<file path="src/rtt_pkg.sv">
`timescale 1ns / 1ps
// ----------------------------------------------------------------------------
// Repeating timer table package
// Shared item types, command codes and controller interface structs.
// ----------------------------------------------------------------------------
package rtt_pkg;

    localparam logic [2:0] OP_ADD        = 3'd0;
    localparam logic [2:0] OP_REMOVE     = 3'd1;
    localparam logic [2:0] OP_REMOVE_ALL = 3'd2;
    localparam logic [2:0] OP_SET_LEFT   = 3'd3;
    localparam logic [2:0] OP_SET_PERIOD = 3'd4;
    localparam logic [2:0] OP_QUERY      = 3'd5;
    localparam logic [2:0] OP_TICK       = 3'd6;
    localparam logic [2:0] OP_UNUSED     = 3'd7;

    typedef struct packed {
        logic [2:0]  op;
        logic [15:0] event_type;
        logic [30:0] time_value;
        logic [15:0] repeat_count;
        logic        unconditional;
    } in_item_t;

    typedef struct packed {
        logic        kind;
        logic [3:0]  slot;
        logic [15:0] fired_type;
        logic        found;
        logic        full_res;
        logic        last;
    } out_item_t;

    typedef struct packed {
        logic load;
        logic step;
        logic clear_found;
    } dp_cmd_t;

    typedef struct packed {
        logic walk_done;
        logic fire;
        logic found;
        logic full;
    } dp_status_t;

endpackage

</file>
<file path="src/repeating_timer_table_unit.sv">
`timescale 1ns / 1ps
// ----------------------------------------------------------------------------
// Repeating timer table unit
// A bank of typed repeating timers with add, remove, modify, query and tick.
// ----------------------------------------------------------------------------
//  Channel   Signals                          Direction
//  in        in_valid / in_ready / in_item    into the block
//  out       out_valid / out_ready / out_item out of the block
//
//  Add and unknown commands complete without a slot walk; every other command
//  walks all SLOTS entries, one per cycle, and then emits its completion. The
//  walk advances only while the output register is free, so a stalled output
//  stalls the walk. Reset clears all slot valid bits.
// ----------------------------------------------------------------------------
module repeating_timer_table_unit
    import rtt_pkg::*;
#(
    parameter int SLOTS = 16
)
(
    input  logic      clk,
    input  logic      rst_n,
    input  logic      in_valid,
    output logic      in_ready,
    input  in_item_t  in_item,
    output logic      out_valid,
    input  logic      out_ready,
    output out_item_t out_item
);

    dp_cmd_t     cmd;
    dp_status_t  status;
    logic [3:0]  cur_slot;
    logic [15:0] cur_type;

    rtt_datapath #(.SLOTS(SLOTS)) u_dp (
        .clk      (clk),
        .rst_n    (rst_n),
        .item     (in_item),
        .cmd      (cmd),
        .status   (status),
        .cur_slot (cur_slot),
        .cur_type (cur_type)
    );

    rtt_control u_ctl (
        .clk       (clk),
        .rst_n     (rst_n),
        .in_valid  (in_valid),
        .in_ready  (in_ready),
        .in_op     (in_item.op),
        .out_valid (out_valid),
        .out_ready (out_ready),
        .out_item  (out_item),
        .cmd       (cmd),
        .status    (status),
        .cur_slot  (cur_slot),
        .cur_type  (cur_type)
    );

    a_ready_no_pending: assert property (@(posedge clk) disable iff (!rst_n)
        in_ready |-> (!out_valid || out_ready))
        else $error("Input ready while an output item is blocked");

    a_fire_not_last: assert property (@(posedge clk) disable iff (!rst_n)
        (out_valid && out_item.kind) |-> !out_item.last)
        else $error("Fire item marked last");

    a_full_not_found: assert property (@(posedge clk) disable iff (!rst_n)
        out_valid |-> !(out_item.full_res && out_item.found))
        else $error("Full and found together");

endmodule

</file>
<file path="src/rtt_datapath.sv">
`timescale 1ns / 1ps
// ----------------------------------------------------------------------------
// Repeating timer table datapath
// Slot storage, the slot walk counter, and per-slot update logic.
// ----------------------------------------------------------------------------
module rtt_datapath
    import rtt_pkg::*;
#(
    parameter int SLOTS = 16,
    parameter int IW    = (SLOTS > 1) ? $clog2(SLOTS) : 1
)
(
    input  logic       clk,
    input  logic       rst_n,
    input  in_item_t   item,
    input  dp_cmd_t    cmd,
    output dp_status_t status,
    output logic [3:0] cur_slot,
    output logic [15:0] cur_type
);

    logic [SLOTS-1:0] valid_reg;
    logic [15:0] type_mem [SLOTS];
    logic [30:0] period_mem [SLOTS];
    logic [30:0] remain_mem [SLOTS];
    logic [15:0] repeat_mem [SLOTS];
    in_item_t     item_reg;
    logic [IW-1:0] idx_reg;
    logic          found_reg;
    logic          found_next;

    logic          v;
    logic          match;
    logic          expired;
    logic [15:0]   rep_dec;
    logic          ops_match;
    logic [IW-1:0] free_idx;
    logic          any_free;

    always_comb
    begin
        free_idx = '0;
        any_free = 1'b0;
        for (int i = SLOTS - 1; i >= 0; i--)
        begin
            if (!valid_reg[i])
            begin
                free_idx = IW'(i);
                any_free = 1'b1;
            end
        end
    end

    assign v         = valid_reg[idx_reg];
    assign match     = v && (type_mem[idx_reg] == item_reg.event_type);
    assign expired   = v && (remain_mem[idx_reg] <= item_reg.time_value);
    assign rep_dec   = repeat_mem[idx_reg] - 16'd1;
    assign ops_match = (item_reg.op inside {OP_REMOVE, OP_SET_LEFT, OP_SET_PERIOD, OP_QUERY});

    always_comb
    begin
        found_next = found_reg;
        if (cmd.clear_found)
            found_next = 1'b0;
        else if (cmd.step)
        begin
            case (item_reg.op)
                OP_REMOVE_ALL: found_next = found_reg | v;
                OP_TICK:       found_next = found_reg | expired;
                default:       found_next = found_reg | (ops_match & match);
            endcase
        end
    end

    always_ff @(posedge clk or negedge rst_n)
    begin
        if (!rst_n)
        begin
            valid_reg <= '0;
            idx_reg   <= '0;
            found_reg <= 1'b0;
        end
        else
        begin
            found_reg <= found_next;
            if (cmd.load)
            begin
                idx_reg <= '0;
                if (item.op == OP_ADD && any_free)
                    valid_reg[free_idx] <= 1'b1;
            end
            else if (cmd.step)
            begin
                idx_reg <= idx_reg + IW'(1);
                case (item_reg.op)
                    OP_REMOVE:     if (match) valid_reg[idx_reg] <= 1'b0;
                    OP_REMOVE_ALL: valid_reg[idx_reg] <= 1'b0;
                    OP_TICK:
                        if (expired && repeat_mem[idx_reg] != 16'd0 && rep_dec == 16'd0)
                            valid_reg[idx_reg] <= 1'b0;
                    default: ;
                endcase
            end
        end
    end

    always_ff @(posedge clk)
    begin
        if (cmd.load)
        begin
            item_reg <= item;
            if (item.op == OP_ADD && any_free)
            begin
                type_mem[free_idx]   <= item.event_type;
                period_mem[free_idx] <= item.time_value;
                remain_mem[free_idx] <= item.time_value;
                repeat_mem[free_idx] <= item.repeat_count;
            end
        end
        else if (cmd.step)
        begin
            case (item_reg.op)
                OP_SET_LEFT:
                    if (match)
                        remain_mem[idx_reg] <= (item_reg.unconditional ||
                            item_reg.time_value <= period_mem[idx_reg]) ?
                            item_reg.time_value : period_mem[idx_reg];
                OP_SET_PERIOD:
                    if (match)
                    begin
                        period_mem[idx_reg] <= item_reg.time_value;
                        remain_mem[idx_reg] <= item_reg.time_value;
                    end
                OP_TICK:
                    if (v)
                    begin
                        if (expired)
                        begin
                            remain_mem[idx_reg] <= period_mem[idx_reg];
                            if (repeat_mem[idx_reg] != 16'd0)
                                repeat_mem[idx_reg] <= rep_dec;
                        end
                        else
                            remain_mem[idx_reg] <= remain_mem[idx_reg] - item_reg.time_value;
                    end
                default: ;
            endcase
        end
    end

    assign status.walk_done = (idx_reg == IW'(SLOTS - 1));
    assign status.fire      = (item_reg.op == OP_TICK) && expired;
    assign status.found     = found_reg;
    assign status.full      = !any_free;
    assign cur_slot         = 4'(cmd.load ? free_idx : idx_reg);
    assign cur_type         = type_mem[idx_reg];

endmodule

</file>
<file path="src/rtt_control.sv">
`timescale 1ns / 1ps
// ----------------------------------------------------------------------------
// Repeating timer table controller
// Sequences handshakes, the slot walk and result item generation.
// ----------------------------------------------------------------------------
module rtt_control
    import rtt_pkg::*;
(
    input  logic        clk,
    input  logic        rst_n,
    input  logic        in_valid,
    output logic        in_ready,
    input  logic [2:0]  in_op,
    output logic        out_valid,
    input  logic        out_ready,
    output out_item_t   out_item,
    output dp_cmd_t     cmd,
    input  dp_status_t  status,
    input  logic [3:0]  cur_slot,
    input  logic [15:0] cur_type
);

    localparam logic [1:0] S_IDLE = 2'd0;
    localparam logic [1:0] S_WALK = 2'd1;
    localparam logic [1:0] S_DONE = 2'd2;

    logic [1:0]  state_reg, state_next;
    logic        oval_reg;
    out_item_t   out_reg;
    logic        out_free;
    logic        accept;
    logic        walk_op;
    logic        add_op;

    assign out_free = !oval_reg || out_ready;
    assign in_ready = (state_reg == S_IDLE) && out_free;
    assign accept   = in_valid && in_ready;
    assign walk_op  = (in_op inside {OP_REMOVE, OP_REMOVE_ALL, OP_SET_LEFT,
                                     OP_SET_PERIOD, OP_QUERY, OP_TICK});
    assign add_op   = (in_op == OP_ADD);

    always_comb
    begin
        cmd             = '0;
        state_next      = state_reg;
        cmd.load        = accept;
        cmd.clear_found = accept;
        case (state_reg)
            S_IDLE:
                if (accept && walk_op)
                    state_next = S_WALK;
            S_WALK:
                if (out_free)
                begin
                    cmd.step = 1'b1;
                    if (status.walk_done)
                        state_next = S_DONE;
                end
            S_DONE:
                if (out_free)
                    state_next = S_IDLE;
            default: state_next = S_IDLE;
        endcase
    end

    always_ff @(posedge clk or negedge rst_n)
    begin
        if (!rst_n)
        begin
            state_reg <= S_IDLE;
            oval_reg  <= 1'b0;
        end
        else
        begin
            state_reg <= state_next;
            if (out_free)
                oval_reg <= (accept && !walk_op) ||
                            (state_reg == S_WALK && status.fire) ||
                            (state_reg == S_DONE);
        end
    end

    always_ff @(posedge clk)
    begin
        if (out_free)
        begin
            out_reg <= '0;
            if (accept)
            begin
                out_reg.last     <= 1'b1;
                out_reg.found    <= add_op && !status.full;
                out_reg.full_res <= add_op && status.full;
                out_reg.slot     <= (add_op && !status.full) ? cur_slot : 4'd0;
            end
            else if (state_reg == S_WALK)
            begin
                out_reg.kind       <= 1'b1;
                out_reg.slot       <= cur_slot;
                out_reg.fired_type <= cur_type;
            end
            else if (state_reg == S_DONE)
            begin
                out_reg.last  <= 1'b1;
                out_reg.found <= status.found;
            end
        end
    end

    assign out_valid = oval_reg;
    assign out_item  = out_reg;

endmodule
</file>
<file path="config.mk">
export PLATFORM = sky130hd
export DESIGN_NAME = repeating_timer_table_unit
export DESIGN_NICKNAME = d
export VERILOG_FILES = /design/src/rtt_pkg.sv /design/src/repeating_timer_table_unit.sv /design/src/rtt_datapath.sv /design/src/rtt_control.sv
export SDC_FILE = /design/constraint.sdc
export NUM_CORES = 2
export LEC_CHECK = 0
export ABC_AREA = 1
export BUFFER_PORTS_ARGS = -buffer_cell sky130_fd_sc_hd__buf_2
export CAP_MARGIN = 20
export CORE_MARGIN = 2
export CORE_UTILIZATION = 35
export CTS_CLUSTER_SIZE = 12
export DETAILED_ROUTE_END_ITERATION = 8
export HOLD_SLACK_MARGIN = 0.05
export PLACE_DENSITY_LB_ADDON = 0.3
export SYNTH_ARGS = -nofsm -noshare
export SYNTH_HDL_FRONTEND = slang
export SYNTH_SLANG_ARGS = --single-unit
export TNS_END_PERCENT = 10
</file>
<file path="constraint.sdc">
create_clock -name clk -period 5.8 [get_ports clk]
set_input_delay 0.58 -clock clk [delete_from_list [all_inputs] [get_ports clk]]
set_output_delay 0.58 -clock clk [all_outputs]
set_load 0.01 [all_outputs]
</file>
## Word level (Yosys, flattened, before mapping)

Memories as Yosys holds them, arrays and structs flattened.
Cells that the tools add are included.

| storage, ports and cells | value |
|---|---|
| register bits | 99 |
| RAM bits | 1,504 |
| output and inout port bits | 26 |
| memories | 4 |

| operators by class | value |
|---|---|
| $add $sub $neg | 3 |
| order comparisons | 6 |
| equal/unequal tests | 23 |
| mux-type cells | 109 |
| bitwise gates (word level) | 11 |
| reduce and logical (&&, ||, !) cells | 35 |

Memory list:

| memory | depth | bits a word | read ports | clocked after memory_dff | write ports | RTL line | source |
|---|---|---|---|---|---|---|---|
| u_dp.period_mem | 16 | 31 | 1 | 0 | 1 | rtt_datapath.sv:24 | `logic [30:0] period_mem [SLOTS];` |
| u_dp.remain_mem | 16 | 31 | 1 | 0 | 1 | rtt_datapath.sv:25 | `logic [30:0] remain_mem [SLOTS];` |
| u_dp.repeat_mem | 16 | 16 | 1 | 0 | 1 | rtt_datapath.sv:26 | `logic [15:0] repeat_mem [SLOTS];` |
| u_dp.type_mem | 16 | 16 | 1 | 0 | 1 | rtt_datapath.sv:23 | `logic [15:0] type_mem [SLOTS];` |

Operator list:

| cell | number |
|---|---|
| 31-bit two-way mux | 6 |
| 16-bit two-way mux | 6 |
| 4-bit two-way mux | 24 |
| 31-bit less-or-equal comparator | 2 |
| 1-bit two-way mux | 62 |
| 31-bit OR reduction | 2 |
| 16-bit case mux with 3 select lines | 1 |
| 31-bit subtractor | 1 |
| 21-bit two-way mux | 1 |
| 3-bit equality test (second input constant) | 6 |
| 16-bit AND | 1 |
| 16-bit equality test | 1 |
| 16-bit logical NOT | 1 |
| 16-bit inverter | 1 |
| 16-bit bitwise OR | 1 |
| 16-bit nonzero test | 1 |
| 16-bit OR reduction | 1 |
| 16-bit by 1-bit subtractor with 16-bit output (second input constant) | 1 |
| 1-bit logical AND | 14 |
| 3-bit by 2-bit equality test with 1-bit output (second input constant) | 4 |
| 4-bit by 5-bit less-than comparator with 1-bit output (second input constant) | 2 |
| 1-bit demux with 4-bit select | 2 |
| 4-bit by 1-bit greater-or-equal comparator with 1-bit output (second input constant) | 2 |
| 2-bit two-way mux | 4 |
| 24 further kinds | 40 |

## Depth between registers and ports, before layout

| logic depth | value |
|---|---|
| word-level depth | 23 |
| depth in mapped cells | 33 |
| mapped depth without buffers | 24 |

## Modules after synthesis

A second synthesis with hierarchy kept.

| second synthesis, totals | value |
|---|---|
| cell total of the unflattened synthesis | 6,155 |
| area total of the unflattened synthesis | 69,007.4 um^2 |

Modules (own cells, without submodules):

| module | instances | cells an instance | area each (um^2) | seq. area each (um^2) |
|---|---|---|---|---|
| rtt_datapath | 1 | 6,043 | 67,801.3 | 47,220.3 |
| rtt_control | 1 | 112 | 1,206.2 | 795.8 |

## Least setup slack after synthesis

No wires, ideal clock.

| timing | value |
|---|---|
| kind | reg-to-reg |
| from | reg u_dp.idx_reg[0] |
| to | mem u_dp.repeat_mem[10][0], enable pin |
| arrival time | 5.359 ns |
| slack | 0.053 ns |
| stages on the path, launching flop included | 32 |
| path buffers | 10 |
| clock period less this slack | 5.747 ns |
| cells stage by stage | dfrtp_1 > inv_2 > buf_6 > buf_2 > buf_2 > buf_2 > buf_2 > buf_2 > buf_2 > clkbuf_1 > clkbuf_1 > nor2_1 > o22ai_1 > nand2_1 > nand4_1 > ha_1 > a21oi_1 > o21ai_0 > a21oi_1 > o21bai_1 > nand2_1 > nand2_1 > nand2_1 > nand2_1 > nand2_1 > nand2_1 > inv_1 > nand2_1 > buf_2 > o21ai_0 > nand2_1 > nor2_1 |

| on the way | value |
|---|---|
| longest elaborated chain between the ends | 11 |

Ends and longest elaborated chain:

| item | RTL line | source |
|---|---|---|
| start, declared | rtt_datapath.sv:28 | `logic [IW-1:0] idx_reg;` |
| start signal, assigned | rtt_datapath.sv:94 | `idx_reg <= idx_reg + IW'(1);` |
| memory 16 x 31 bit (tied with other cells) | -- |  |
| 31-bit less-or-equal comparator (tied with other cells) | rtt_datapath.sv:56 | `assign expired = v && (remain_mem[idx_reg] <= item_reg.time_value);` |
| 1-bit logical AND / 1-bit two-way mux (equally long branches) | rtt_datapath.sv:56, rtt_datapath.sv:140 |  |
| 1-bit two-way mux | rtt_datapath.sv:137 | `if (expired)` |
| 1-bit two-way mux | rtt_datapath.sv:135 | `if (v)` |
| 1-bit two-way mux | rtt_datapath.sv:122 | `case (item_reg.op)` |
| 1-bit two-way mux | rtt_datapath.sv:120 | `else if (cmd.step)` |
| 1-bit two-way mux | rtt_datapath.sv:109 | `if (cmd.load)` |
| 1-bit two-way mux (implied by the code) | rtt_datapath.sv:141 | `repeat_mem[idx_reg] <= rep_dec;` |
| 16-bit OR reduction (no line) | -- |  |
| 4-bit two-way mux (no line) / 1-bit two-way mux (equally long branches) | -- |  |
| end, declared | rtt_datapath.sv:26 |  |

Parallel ways exist; a longest one is shown, timed or not. The select of a mux whose other input is x is not followed.

## Worst setup path after layout

| timing | value |
|---|---|
| from | reg u_dp.idx_reg[1] |
| to | mem u_dp.remain_mem[12][28], data pin |

| on the way | value |
|---|---|
| longest elaborated chain between the ends | 13 |

Ends and longest elaborated chain:

| item | RTL line |
|---|---|
| memory 16 x 31 bit (tied with other cells) | -- |
| 31-bit less-or-equal comparator (tied with other cells) | rtt_datapath.sv:56 |
| 1-bit logical AND (on tied branches) | rtt_datapath.sv:56, rtt_datapath.sv:55 |
| 1-bit two-way mux (on tied branches) | rtt_datapath.sv:137, rtt_datapath.sv:124, rtt_datapath.sv:129 |
| 1-bit two-way mux (on tied branches) | rtt_datapath.sv:135, rtt_datapath.sv:122 |
| 1-bit two-way mux (on tied branches) | rtt_datapath.sv:122, rtt_datapath.sv:120 |
| 1-bit two-way mux (on tied branches) | rtt_datapath.sv:120, rtt_datapath.sv:109 |
| 1-bit two-way mux (on tied branches) | rtt_datapath.sv:109, rtt_datapath.sv:126, rtt_datapath.sv:132 |
| 1-bit two-way mux (implied by the code) / 1-bit bitwise OR (equally long branches) | -- |
| 1-bit bitwise OR (no line) (2 in series) | -- |
| 31-bit OR reduction (no line) | -- |
| 31-bit two-way mux (no line) * | -- |
| end, declared | rtt_datapath.sv:25 |

Every way passes the cells marked *; elsewhere a longest branch is shown, timed or not. The select of a mux whose other input is x is not followed.

==> metrics.md <==
| Metric | Value |
|---|---|
| Crit-path max cell delay | `0.56 ns` |
| Horiz. Die Dim | `446.2 µm` |
| Netlist Area Pre-Place | `68450 µm²` |
| WP data required | `6.17 ns` |
| Area leader, netlist | `edfxtp_1` |
| Most frequent cell on the critical path | `nand2_1` |
| Setup bufs post-CTS | `0` |
| First-pass GRT wire length | `290500 µm` |
| Crit end category | `flop` |
| Sink Count | `1603` |
| Fraction of layout cells with a size suffix above 1 | `10.19%` |
| Syn-to-layout area delta | `15.01%` |
| GRT Overall Usage | `19.29%` |
| Die Y | `446.2 µm` |
| Die area | `199100 µm²` |
| PortBufs | `96` |
| Status | `complete, no violations` |
| Crit path kind | `flop to flop` |
| Lkg Pwr | `28.36 nW` |
| DR iter-0 viols | `4729` |
| Yosys warnings | `0` |
| Row cnt | `162` |
| Leading registers by flop count | `u_dp.period_mem (496), u_dp.remain_mem (496)` |
| Via-to-Cell Ratio | `5.250` |
| Setup Slack @ Placement | `-0.2274 ns` |
| Skew final | `0.03075 ns` |
| Final Power | `38.35 mW` |
| Largest cells by area after synthesis | `edfxtp_1 69%, nand2_1 6.9%, o21ai_0 5.5%` |
| Worst Hold Class | `input pin to flop` |
| Final WS setup | `0.3164 ns` |
| Vias | `46900` |
| Finish-stage setup viols | `0` |
| IO Count | `97` |
| CTS clock-pin slew for the worst setup and hold paths | `0.06 ns` |
| Count leader, synth | `edfxtp_1` |
| Worst-Skew Late Latency | `0.81 ns` |
| Crit path arrival time | `5.85 ns` |
| Top sig layer | `met5` |
| WL per Instance | `21.91 µm` |
| Fin nets | `6427` |
| Fillers | `18350` |
| Total CTS buffers | `164` |
| Pwr dens | `487.1 nW/µm²` |
| Starting density of the core | `35.18%` |
| Max-slew violation count | `0` |
| Fmax | `182.4 MHz` |
| Root Buffer | `clkbuf_16` |
| Met2 routed WL | `93270 µm` |
| FF+latch count, synth | `1603` |
| Slowest stage cell on the critical path | `buf_4` |
| Post-synth top cells | `1579 x edfxtp_1, 1263 x nand2_1, 922 x nor2_1` |
| H-tree Lvls | `4` |
| CP Max Fanout | `158` |
| Post-route ant nets | `0` |
| Total wire length | `195700 µm` |
| Final Hold Vio Count | `0` |
| VDD IR max | `0.4602 mV` |
| Startpoint Class | `flop` |
| Critical path cell sequence | `buf_16, buf_4, o21ai_0, o22ai_1, a221oi_1, ha_1, nand2_1, inv_1, o21ai_0, a21oi_1, a2111oi_1, buf_4, nand2_1, nand3_1, nand2_1, nand3_2, buf_4, nand3_1, nand3_1, nand2_1, nand2_1, nand2_1` |
| Ys async rst share | `1.497%` |
| Net count after synthesis | `6203` |
| Mean Syn Cell Area | `11.29 µm²` |
| Cells after Synth | `6062` |
| DP Wirelength | `119400 µm` |
| Fin crit share | `94.54%` |
| Post-synth EDFFs | `1579` |
| Top delay family on crit path | `buffers and inverters` |
| Drt pass-1 iters | `7` |
| Slew at the pin with the worst max-slew slack | `1.140 ns` |
| Total congestion overflow | `0` |
| Initial antenna violation count | `16` |
| Cell Area, Placed | `73560 µm²` |
| Top_reg_cell synth | `edfxtp_1` |
| Share of the synthesized area in the top cell type | `69.27%` |
| CTS tree | `built` |
| Post-route DRC | `0` |
| Unrepaired setup endpoints after global routing | `no` |
| Tmin final | `5.484 ns` |
| Met1 Wirelength | `84970 µm` |
| Vias in the first global route | `44320` |
| Final instance area | `78730 µm²` |
| Synth unique cells | `47` |
| CP Buf/Inv Count | `5` |
| Placer Congestion | `0.9657` |
| Core area | `194600 µm²` |
| Largest net degree at the start of global routing | `159` |
| WL met3 | `13000 µm` |
| Clock Path Buffers | `3` |
| Sequential share of the synthesized area | `70.15%` |
| Max cap viols | `0` |
| Slew HR | `23.80%` |
[metal layers]
layer,track usage (%),up-vias
met4,5.063,16
met1,27.00,23100
li1,-,21850
met5,0,-
met2,31.29,1641
met3,2.945,288
[final cells by class]
class	count	area [µm²]	area share (%)
clock buffers	222	4372	5.553
multi-input cells	3803	18180	23.09
flip-flops and latches	1603	48020	61.00
clock inverters	44	405.4	0.5149
well taps	2542	3181	4.040
inverters	319	1219	1.548
diodes	5	12.51	0.01589
repair buffers	395	3334	4.236
[logic make-up after synthesis]
family | count (synthesis) | synth area share (%)
simple gates | 2465 | 14.29
buf+inv | 656 | 3.868
fa+ha+maj | 70 | 1.290
xor+xnor | 28 | 0.3583
compound gates | 1240 | 10.05
flops | 1603 | 70.15
[metrics by stage]
stage	utilization (%)	setup TNS, ns	hold WS [ns]	instances
after global routing	40.45	0	0.05170	8930
after detailed placement	37.80	-28.67	0.5188	8630
after global placement	37.77	-23.20	0.5053	8628
final	40.46	0	0.07477	8933
after floorplan	-	0	0.2844	6062
after CTS	40.42	0	0.05255	8928
[what timing repair did]
action / CTS / global route
resized for setup: 0 / 13
pin swaps: 0 / 4
hold buffers: 33 / 0
endpoints found under the hold margin: 56 / 0
endpoints found under the setup margin: 269 / 228
[final timing paths]
check | from | end | slack [ns] | cells past startpoint
worst max-delay path | u_dp.idx_reg[1] | u_dp.remain_mem[12][28] | 0.32 | 22
worst min-delay path | in_item[0] | u_dp.item_reg[0] | 0.07 | 1
worst max register to register | u_dp.idx_reg[1] | u_dp.remain_mem[12][28] | 0.32 | 22
worst min register to register | u_dp.found_reg | u_dp.found_reg | 0.53 | 2
max in group asynchronous | rst_n | u_dp.idx_reg[0] | 4.93 | 2
min in group asynchronous | rst_n | u_ctl.out_valid | 0.34 | 2
[power by group]
group,switching [mW],leakage [nW],internal [mW]
Combinational,10.5,11.5,4.58
Clock,4.36,2.31,5.42
Sequential,0.178,14.6,13.3
[cells in the final DEF (no fill, tap or decap), types with 53 or more instances in the layout]
cell,count
edfxtp_1,1579
nand2_1,1261
nor2_1,857
o21ai_0,757
inv_1,311
o22ai_1,263
buf_4,225
clkbuf_16,164
nand3_1,158
buf_2,96
a21oi_1,86
nand4_1,78
ha_1,69
clkbuf_1,53
Power figures use the tool's default switching activity.
